## config.mk

```make
export PLATFORM = sky130hd
export DESIGN_NAME = plsf_mul
export DESIGN_NICKNAME = d
export VERILOG_FILES = /design/src/design/plsf_pkg.sv /design/src/design/plsf_mul.sv
export SDC_FILE = /design/constraint.sdc
export NUM_CORES = 2
export LEC_CHECK = 0
export BUFFER_PORTS_ARGS = -buffer_cell sky130_fd_sc_hd__buf_2
export CAP_MARGIN = 25
export CORE_MARGIN = 2
export CORE_UTILIZATION = 30
export DETAILED_ROUTE_END_ITERATION = 6
export GPL_ROUTABILITY_DRIVEN = 1
export HOLD_SLACK_MARGIN = 0.15
export PLACE_DENSITY = 0.48
export SLEW_MARGIN = 10
export SYNTH_ARGS = -nofsm -noshare
export SYNTH_HDL_FRONTEND = slang
export SYNTH_SLANG_ARGS = --single-unit
export TNS_END_PERCENT = 20
```

## constraint.sdc

```tcl
create_clock -name clk -period 8.86 [get_ports clk]
set_clock_uncertainty 0.05 [all_clocks]
set_input_delay 1.329 -clock clk [delete_from_list [all_inputs] [get_ports clk]]
set_output_delay 1.329 -clock clk [all_outputs]
set_load 0.1 [all_outputs]
```

## src/design/plsf_pkg.sv

```systemverilog
// ----------------------------------------------------------------------------
// plsf_pkg
// shared types, sizes and saturating helpers for the polynomial fit block
// ----------------------------------------------------------------------------
package plsf_pkg;

    localparam int MAX_ORDER  = 3;
    localparam int MAX_POINTS = 1024;
    localparam int NPOW       = 2 * MAX_ORDER + 1;
    localparam int NROW       = MAX_ORDER + 1;
    localparam int NCOL       = MAX_ORDER + 2;
    localparam int ROW_W      = 2;
    localparam int COL_W      = 3;
    localparam int POW_W      = 3;
    localparam int CNT_W      = 11;
    localparam int ORD_W      = 2;
    localparam int MUL_W      = 33;
    localparam int PROD_W     = 66;
    localparam int DIV_STEPS  = 96;
    localparam int DSTEP_W    = 7;

    typedef struct packed {
        logic signed [15:0] x_value;
        logic signed [15:0] y_value;
        logic               last_point;
    } sample_t;

    typedef struct packed {
        logic [1:0]         coef_index;
        logic signed [63:0] coefficient;
        logic               singular;
        logic               last_coef;
    } result_t;

    typedef struct packed {
        logic busy;
        logic done;
    } div_stat_t;

    function automatic logic [63:0] mag64(input logic [63:0] v);
        return v[63] ? (~v + 64'd1) : v;
    endfunction

    function automatic logic [63:0] from_mag(input logic [63:0] m, input logic neg);
        if (neg)
            return m[63] ? 64'h8000_0000_0000_0000 : (~m + 64'd1);
        return m[63] ? 64'h7FFF_FFFF_FFFF_FFFF : m;
    endfunction

    function automatic logic [63:0] sat_add(input logic [63:0] a, input logic [63:0] b);
        logic [63:0] r;
        r = a + b;
        if (a[63] == b[63] && r[63] != a[63])
            return a[63] ? 64'h8000_0000_0000_0000 : 64'h7FFF_FFFF_FFFF_FFFF;
        return r;
    endfunction

    function automatic logic [63:0] sat_sub(input logic [63:0] a, input logic [63:0] b);
        logic [63:0] r;
        r = a - b;
        if (a[63] != b[63] && r[63] != a[63])
            return a[63] ? 64'h8000_0000_0000_0000 : 64'h7FFF_FFFF_FFFF_FFFF;
        return r;
    endfunction

endpackage

```

## src/design/plsf_mul.sv

```systemverilog
// ----------------------------------------------------------------------------
// plsf_mul
// shared signed 33x33 multiplier with registered product
// ----------------------------------------------------------------------------
module plsf_mul (
    input  logic                               clk,
    input  logic signed [plsf_pkg::MUL_W-1:0]  a,
    input  logic signed [plsf_pkg::MUL_W-1:0]  b,
    output logic signed [plsf_pkg::PROD_W-1:0] prod
);

    logic signed [plsf_pkg::PROD_W-1:0] prod_reg;
    logic signed [plsf_pkg::PROD_W-1:0] prod_next;

    assign prod_next = a * b;

    always_ff @(posedge clk)
    begin
        prod_reg <= prod_next;
    end

    assign prod = prod_reg;

endmodule

```

==> out/metrics.csv <==
stage;metric;value;unit
die;core area;133000;um2
synth;Synth area leaders;fa_1 57%, inv_1 11%, and2_1 8.7%;
worst_setup_path;WP data arrival;8.94;ns
cts;root buffer cell;clkbuf_16;
route;Vias/cell;4.45;
place;port bufs;132;
worst_setup_path;CP endpoint kind;flop;
sta;Final period util;97.6;%
final_layout;area growth from synthesis to layout;15.2;%
die;num ports;133;
cts;Setup Buffers After CTS;0;
synth;yosys warns;0;
worst_setup_path;CP startpoint kind;input port;
sta;Highest Clock Rate;0.116;GHz
run;Max-cap violations;0;
grt;first-pass GRT wire length;189;mm
grt;initial antenna violation count;12;
worst_setup_path;Setup CP Type;in -> reg;
worst_setup_path;most frequent CP cell;fa_1;
cts;Hold Buf Count CTS;0;
worst_setup_path;CP required;9.16;ns
cts;TritonCTS buffer count;9;
cts;CTS Sinks;66;
synth;Synth Area in XOR/XNOR;1.63;%
synth;Compound-Gate Fraction of Synth Area;3.60;%
die;die area;138000;um2
sta;fin crit period;8.65;ns
synth;Yosys reg bits;66;
route;Post-route DRC;0;
sta;Worst Tran Pin Value;0.784;ns
worst_setup_path;crit-path max cell delay;0.65;ns
final_layout;Final Cell Area;46500;um2
route;average routed wire per standard cell;18.0;um
synth;Post-synth ARST share;0;%
sta;final slew viol count;0;
synth;multiplexer area fraction after synthesis;0;%
die;Starting Density;30.2;%
place;detailed placement HPWL;105;mm
run_status;status;finished, final reports clean;
final_layout;fin util;34.8;%
final_layout;Layout Nets;6082;
synth;largest family of logic cells by synthesized area;adder cells;
cts;TritonCTS clock tree;yes;
synth;Post-Syn Area;40400;um2
sta;Final setup violation count;0;
place;placed cell area;46100;um2
cts;Reg clk slew, reported paths;0.07;ns
min_path;hold crit path type;in -> reg;
sta;setup TNS;0;ns
grt;number of global-route vias before repair;31900;
synth;post-synth top area share;56.8;%
sta;RSZ-0062 raised after global routing;yes;
cts;CTS H-tree depth;3;
grt;Total GRT Usage;18.0;%
sta;Slew headroom;47.5;%
route;DRT Pass-1 Iters;5;
synth;number of enable flip-flop cells after synthesis;0;
route;initial drt markers;1375;
worst_setup_path;crit-path max FO;19;
place;Final Wtd Congestion;0.857;
synth;Distinct cells, synth;61;
route;DRT Wirelength;116;mm
cts;worst-case clock buffer depth;2;
synth;Syn Inst Count;4302;
synth;Mean Syn Cell Area;9.38;um2
synth;Synth Flop Type;dfxtp_1;
synth;Synth area leader;fa_1;
worst_setup_path;crit path max-delay cell type;o211ai_1;
grt;pin count of the biggest net entering global routing;34;
grt;global route total overflow;0;
die;Rows;134;
final_layout;Largest register FFs;66;
synth;Seq/Total Area, Yosys;3.27;%
die;Die Width;371;um
synth;Synth Area in Adders;63.5;%
route;via count;28600;
route;ANT nets after route;0;
synth;Syn Nets;5731;
sta;final hold vios;0;
min_path;worst hold path depth;4;
synth;simple logic cell fraction of the synthesized area;15.4;%
cts;post-CTS resize count;0;
final_layout;layout cell share with drive strength beyond 1;13.1;%
die;Die Y;371;um
cell families (layout without fill, tap and decap cells):
logic type / Yosys count / count (layout)
AOI/OAI and AO/OA: 217 / 217
xor gates and xnor gates: 75 / 75
adders and majority gates: 1362 / 1362
buffers and inverters: 1354 / 1710
DFF: 66 / 66
other: 0 / 1
and+or+nand+nor: 1228 / 1228
metal layers:
layer | global-route usage (%) | vias to the layer above | share of wire [%]
li1 | - | 12900 | -
met1 | 24.6 | 15100 | 44
met2 | 31.0 | 459 | 50
met3 | 2.05 | 85 | 3.7
met4 | 3.58 | 6 | 1.9
met5 | 0 | - | 0.020
worst paths after layout:
path  start        to  slack (ns)
max    b[2]  prod[47]        0.21
min    b[0]   prod[0]        1.66
metrics by stage:
stage | worst slack (ns) | instances | hold slack [ns]
after floorplan | 0.260 | 4302 | 1.41
after CTS | 0.0708 | 6426 | 1.62
after global placement | -0.362 | 6410 | 1.83
after global routing | -0.0614 | 6426 | 1.67
after detailed placement | -0.402 | 6410 | 1.83
final | 0.212 | 6427 | 1.66
layout make-up:
type | instances | area, um2
Fill cell | 13900 | 87000
Multi-Input combinational cell | 2882 | 34000
Timing Repair Buffer | 561 | 4410
Inverter | 1133 | 4250
Tap cell | 1768 | 2210
Sequential cell | 66 | 1320
Clock buffer | 9 | 225
Clock inverter | 7 | 76.3
Antenna cell | 1 | 2.50
worst max-delay path, delay by kind of cell:
family,cells,cell delay (ns)
xor gates and xnor gates,1,0.20
AOI/OAI and AO/OA,4,1.25
buffers and inverters,10,1.14
adders and majority gates,9,4.32
and+or+nand+nor,4,0.68
synthesized netlist by cell type, drive strengths merged, types with 8 or more instances:
library cell  count
a211oi            9
and2            563
inv            1133
ha              217
dfxtp            66
fa             1145
nor2             47
nand2           543
nor3              8
o21bai            8
nand3            18
o21ai            43
a21o             28
nand2b            9
a21oi            73
nand4             9
xor2             20
clkbuf          220
xnor2            55
a31oi            10
layout by cell type, fill, tap and decap left out, types with 5 or more instances in the layout:
cell	count
a211oi_1	5
a31oi_1	9
clkbuf_16	9
fa_1	1144
nor3_1	6
xnor2_1	55
o21bai_1	8
o21ai_0	37
buf_12	41
dfxtp_1	66
a21oi_1	70
clkbuf_4	6
nand4_1	9
and4_1	7
o21a_1	7
and2_1	562
nor2_1	47
ha_1	216
inv_1	1133
nand3_1	18
buf_4	388
buf_2	126
nand2_1	543
o211ai_1	7
xor2_1	20
a21o_1	28
and3_1	7
o21ai_1	5
nand2b_1	9
Power is not shown: default switching activity piles up to over one toggle a cycle in this logic, so the estimate is an artifact.
