<file path="src/design/plsf_pkg.sv">
// ----------------------------------------------------------------------------
// plsf_pkg
// shared types, sizes and saturating helpers for the polynomial fit block
// ----------------------------------------------------------------------------
package plsf_pkg;

    localparam int MAX_ORDER  = 3;
    localparam int MAX_POINTS = 1024;
    localparam int NPOW       = 2 * MAX_ORDER + 1;
    localparam int NROW       = MAX_ORDER + 1;
    localparam int NCOL       = MAX_ORDER + 2;
    localparam int ROW_W      = 2;
    localparam int COL_W      = 3;
    localparam int POW_W      = 3;
    localparam int CNT_W      = 11;
    localparam int ORD_W      = 2;
    localparam int MUL_W      = 33;
    localparam int PROD_W     = 66;
    localparam int DIV_STEPS  = 96;
    localparam int DSTEP_W    = 7;

    typedef struct packed {
        logic signed [15:0] x_value;
        logic signed [15:0] y_value;
        logic               last_point;
    } sample_t;

    typedef struct packed {
        logic [1:0]         coef_index;
        logic signed [63:0] coefficient;
        logic               singular;
        logic               last_coef;
    } result_t;

    typedef struct packed {
        logic busy;
        logic done;
    } div_stat_t;

    function automatic logic [63:0] mag64(input logic [63:0] v);
        return v[63] ? (~v + 64'd1) : v;
    endfunction

    function automatic logic [63:0] from_mag(input logic [63:0] m, input logic neg);
        if (neg)
            return m[63] ? 64'h8000_0000_0000_0000 : (~m + 64'd1);
        return m[63] ? 64'h7FFF_FFFF_FFFF_FFFF : m;
    endfunction

    function automatic logic [63:0] sat_add(input logic [63:0] a, input logic [63:0] b);
        logic [63:0] r;
        r = a + b;
        if (a[63] == b[63] && r[63] != a[63])
            return a[63] ? 64'h8000_0000_0000_0000 : 64'h7FFF_FFFF_FFFF_FFFF;
        return r;
    endfunction

    function automatic logic [63:0] sat_sub(input logic [63:0] a, input logic [63:0] b);
        logic [63:0] r;
        r = a - b;
        if (a[63] != b[63] && r[63] != a[63])
            return a[63] ? 64'h8000_0000_0000_0000 : 64'h7FFF_FFFF_FFFF_FFFF;
        return r;
    endfunction

endpackage

</file>
<file path="src/design/plsf_div.sv">
// ----------------------------------------------------------------------------
// plsf_div
// bit-serial Q32.32 divider, one quotient bit per cycle, saturating
// ----------------------------------------------------------------------------
module plsf_div (
    input  logic                      clk,
    input  logic                      rst_n,
    input  logic                      start,
    input  logic [63:0]               a,
    input  logic [63:0]               b,
    output plsf_pkg::div_stat_t       stat,
    output logic [63:0]               quot
);

    logic                              busy_reg, busy_next;
    logic                              done_reg, done_next;
    logic [plsf_pkg::DSTEP_W-1:0]      cnt_reg, cnt_next;
    logic [95:0]                       num_reg, num_next;
    logic [63:0]                       rem_reg, rem_next;
    logic [63:0]                       q_reg, q_next;
    logic                              over_reg, over_next;
    logic [63:0]                       d_reg, d_next;
    logic                              neg_reg, neg_next;
    logic [63:0]                       quot_reg, quot_next;
    logic [64:0]                       trial;
    logic                              qbit;

    always_comb
    begin
        busy_next = busy_reg;
        done_next = 1'b0;
        cnt_next  = cnt_reg;
        num_next  = num_reg;
        rem_next  = rem_reg;
        q_next    = q_reg;
        over_next = over_reg;
        d_next    = d_reg;
        neg_next  = neg_reg;
        quot_next = quot_reg;
        trial     = {rem_reg, num_reg[95]};
        qbit      = (trial >= {1'b0, d_reg});
        if (start)
        begin
            busy_next = 1'b1;
            cnt_next  = '0;
            num_next  = {plsf_pkg::mag64(a), 32'd0};
            rem_next  = '0;
            q_next    = '0;
            over_next = 1'b0;
            d_next    = plsf_pkg::mag64(b);
            neg_next  = a[63] ^ b[63];
        end
        else if (busy_reg)
        begin
            num_next  = {num_reg[94:0], 1'b0};
            rem_next  = qbit ? 64'(trial - {1'b0, d_reg}) : trial[63:0];
            q_next    = {q_reg[62:0], qbit};
            over_next = over_reg | q_reg[63];
            cnt_next  = cnt_reg + 1'b1;
            if (cnt_reg == plsf_pkg::DSTEP_W'(plsf_pkg::DIV_STEPS - 1))
            begin
                busy_next = 1'b0;
                done_next = 1'b1;
                quot_next = plsf_pkg::from_mag(over_next ? 64'hFFFF_FFFF_FFFF_FFFF : q_next,
                                               neg_reg);
            end
        end
    end

    always_ff @(posedge clk or negedge rst_n)
    begin
        if (!rst_n)
        begin
            busy_reg <= 1'b0;
            done_reg <= 1'b0;
            cnt_reg  <= '0;
        end
        else
        begin
            busy_reg <= busy_next;
            done_reg <= done_next;
            cnt_reg  <= cnt_next;
        end
    end

    always_ff @(posedge clk)
    begin
        num_reg  <= num_next;
        rem_reg  <= rem_next;
        q_reg    <= q_next;
        over_reg <= over_next;
        d_reg    <= d_next;
        neg_reg  <= neg_next;
        quot_reg <= quot_next;
    end

    assign stat.busy = busy_reg;
    assign stat.done = done_reg;
    assign quot      = quot_reg;

endmodule

</file>
<file path="config.mk">
export PLATFORM = sky130hd
export DESIGN_NAME = plsf_div
export DESIGN_NICKNAME = d
export VERILOG_FILES = /design/src/design/plsf_pkg.sv /design/src/design/plsf_div.sv
export SDC_FILE = /design/constraint.sdc
export NUM_CORES = 1
export LEC_CHECK = 0
export ABC_AREA = 1
export BUFFER_PORTS_ARGS = -buffer_cell sky130_fd_sc_hd__clkbuf_2
export CAP_MARGIN = 20
export CORE_ASPECT_RATIO = 2
export CORE_MARGIN = 5
export CORE_UTILIZATION = 40
export CTS_CLUSTER_SIZE = 14
export DETAILED_ROUTE_END_ITERATION = 12
export SLEW_MARGIN = 10
export SYNTH_ARGS = -nofsm -noshare
export SYNTH_HDL_FRONTEND = slang
export SYNTH_SLANG_ARGS = --single-unit
</file>
<file path="constraint.sdc">
create_clock -name clk -period 10.5 [get_ports clk]
set_input_delay 1.05 -clock clk [delete_from_list [all_inputs] [get_ports clk]]
set_output_delay 1.05 -clock clk [all_outputs]
set_load 0.02 [all_outputs]
</file>
==> impl_metrics.yaml <==
outcome:
  run_status: "finished clean"
worst_setup_path:
  worst_path_largest_cell_delay_ps: 360
  worstPathMaxFanout: 33
  cell_at_the_slowest_stage_of_the_critical_path: "ha_1"
  path_depth: 21
  crit_path_frequent_cell: "nand2_1"
  worst-r2r-cell-count: 21
  timing.critical_path.max_delay_family: "simple AND/OR/NAND/NOR gates"
  cp.required_ps: 10790
  cells_traversed_along_the_worst_timing_path: "ha_1 > a21oi_1 > nand2_1 > nand2_1 > nand2_1 > a21oi_2 > nand3_2 > nand2_2 > nand2_4 > nor2_1 > ha_1 > inv_1 > nor2_1 > inv_1 > o21ai_1 > nand2_1 > a21oi_1 > nand2_1 > nor2_1 > nand2_1 > xor2_1"
  cp_num_buf_inv: 2
  setup.worst_path.start_class: "flop"
  cp.arrival_ps: 4710
  worstSetupPathType: "flop to flop"
  crit_path_end_kind: "flop"
cts:
  root_buffer: "clkbuf_16"
  post_cts_resized: 0
  clock_path_buffers: 3
  path_clk_slew_ps: 60
  post-cts-setup-buffers: 0
  htree_levels: 2
  cts.hold.buffers_added: 0
  tritoncts.num_buffers: 34
  clock_insertion_delay_at_the_later_pin_of_the_skew_report_ps: 550
  clock_sinks: 331
  tritoncts: "built"
detailed_routing:
  detail_route.wl_per_cell_um: 20.4
  antenna_violating_nets_post_route: 0
  drt_iter0_drc: 1465
  vias: 22762
  drt-pass1-iter-count: 6
  via_per_inst: 5.32
  detail_route.wirelength_um: 87400
  detail_route.drc_violations: 0
logic_synthesis:
  post_synth_main_area_contributors: "edfxtp_1, nand2_1, dfxtp_1"
  post-synth-top-area-fraction_pct: 24.8
  mappedNetlistNets: 3534
  synth_edf_count: 193
  synth_cell_type_count: 62
  synthFlopType: "edfxtp_1"
  most_instantiated_cells_after_synthesis: "nand2_1, inv_1, nor2_1"
  post_synth.cell_area_avg_um2: 7.01
  ys_ff_latch: 331
  synth-seq-area-share_pct: 36.8
  syn-cell-area_um2: 23400
  synthesis.instances: 3334
  proportion_of_synthesized_flip_flops_having_asynchronous_set_or_reset_pct: 2.72
  netlist.top_cell.by_area: "edfxtp_1"
  ys_warn_count: 0
  top_count_cell_post_synth: "nand2_1"
placed_design:
  place.detailed.instances: 4217
  gpl.final_weighted_congestion: 1.09
  port-buffer-count: 196
  place.detailed.hpwl_um: 69900
timing:
  max-slew-margin-rel_pct: 28.9
  max_freq_mhz: 226
  timing.clock.skew_ps: 11.2
  tightestPinTransition_ps: 1060
  final.setup.tns_ps: 0
  slew_violations: 0
  period_minus_slack_ps: 4420
  timing.final.hold_violations: 0
  period_share_pct: 42.1
  finalSetupViolCount: 0
  rsz0062_at_grt: "no"
  worst_hold_slack_ps: 354
global_route:
  global_route.overflow_total: 0
  number_of_global_route_vias_before_repair: 23439
  grt_antenna_before_repair: 0
  pin_count_of_the_biggest_net_entering_global_routing: 75
  grt_usage_pct: 26.6
  grt_pass1_wl_um: 132000
power:
  vdd_drop_max_uv: 119
  power_leakage_uw: 0.0122
  pwr_density_cell_nw_per_um2: 213
  power_report.internal_total_uw: 3080
  pwr-share-seq_pct: 30.8
  swShare_pct: 44.5
  clock_power_share_pct: 21.5
  power.share.combinational_pct: 47.7
  power_switching_uw: 2470
  totalPowerFinal_uw: 5560
layout:
  final_nets: 3691
  n_diodes: 0
  area_delta_synth_final_pct: 11.5
  layout-drive-gt1-share_pct: 9.96
  finalNonFillerCells: 4277
floorplan:
  boundaryPins: 197
  fp.dieH_um: 352
  die-width_um: 181
  start_util_pct: 40.3
  floorplan.rows: 125
  fp.dieArea_um2: 63700
  fp.coreArea_um2: 58000
worst_hold_path:
  worstHoldPathType: "input port to async pin"
job:
  timing.max_cap.violations: 0
-- layer usage --
layer	wire length [um]	GRT usage, %
met5	0	0
met4	7170	17.8
met3	3700	3.61
met2	47100	51.9
met1	29500	25.2
-- worst paths after layout --
check                      slack (ps)           to   startpoint
setup / recovery                 6080     quot[16]  rem_reg[27]
hold / removal                    350     done_reg        rst_n
setup reg to reg                 6080     quot[16]  rem_reg[27]
hold reg to reg                   470  rem_reg[31]  rem_reg[31]
max in group asynchronous        9950   cnt_reg[6]        rst_n
min in group clk                  470  rem_reg[31]  rem_reg[31]
-- cells in the final DEF (no fill, tap or decap), types with 11 or more instances in the layout --
cell type  Yosys  routed
a21oi_1      116     116
a31oi_1       26      26
buf_4          8      16
clkbuf_16      0      35
clkbuf_2       0     195
dfxtp_1      129     129
edfxtp_1     193     193
ha_1          68      68
inv_1        465     465
nand2_1      824     824
nand3_1      186     186
nand3b_1      12      12
nand4_1       80      80
nor2_1       444     442
nor2_2        17      17
nor2_4        10      12
nor3_1        55      55
nor3_2        12      12
nor4_1        23      22
o211ai_1      11      11
o21ai_0      164     164
o21ai_1       36      36
o21bai_1      20      20
o22ai_1       67      67
or2_2         15      15
xnor2_1       62      62
xor2_1       116     116
-- power groups by stage --
stage	logic, uW	clock network [uW]	registers, uW
floorplan	1850	0	1700
global placement	2630	0	1730
detailed placement	2620	0	1730
CTS	2630	1230	1710
global route	2930	1280	1730
finish	2650	1200	1710
-- cells by family after synthesis --
group | after synthesis | share of synthesized area [%]
AOI/OAI and AO/OA | 484 | 11.9
xor gates and xnor gates | 178 | 6.67
adders and majority gates | 69 | 3.72
buffers and inverters | 569 | 9.50
DFF | 331 | 36.8
and+or+nand+nor | 1703 | 31.4
-- per-stage QoR --
stage,setup slack [ps],instance area (um2),util (%)
2_1_floorplan,1940,23400,-
3_3_place_gp,6190,25000,43.2
3_5_place_dp,6180,25000,43.2
4_1_cts,6160,26100,44.9
5_1_grt,5710,26100,44.9
6_report,6080,26100,44.9
-- cell type report --
cell class                 instances  area (um2)
fill                            6198       31900
multi-input combinational       2434       12600
sequential                       331        8600
inverter                         479        1800
timing repair buffer             211        1100
tap                              762         953
clock buffer                      46         927
clock inverter                    14         114
No activity file was read; power rests on OpenSTA's default activity.
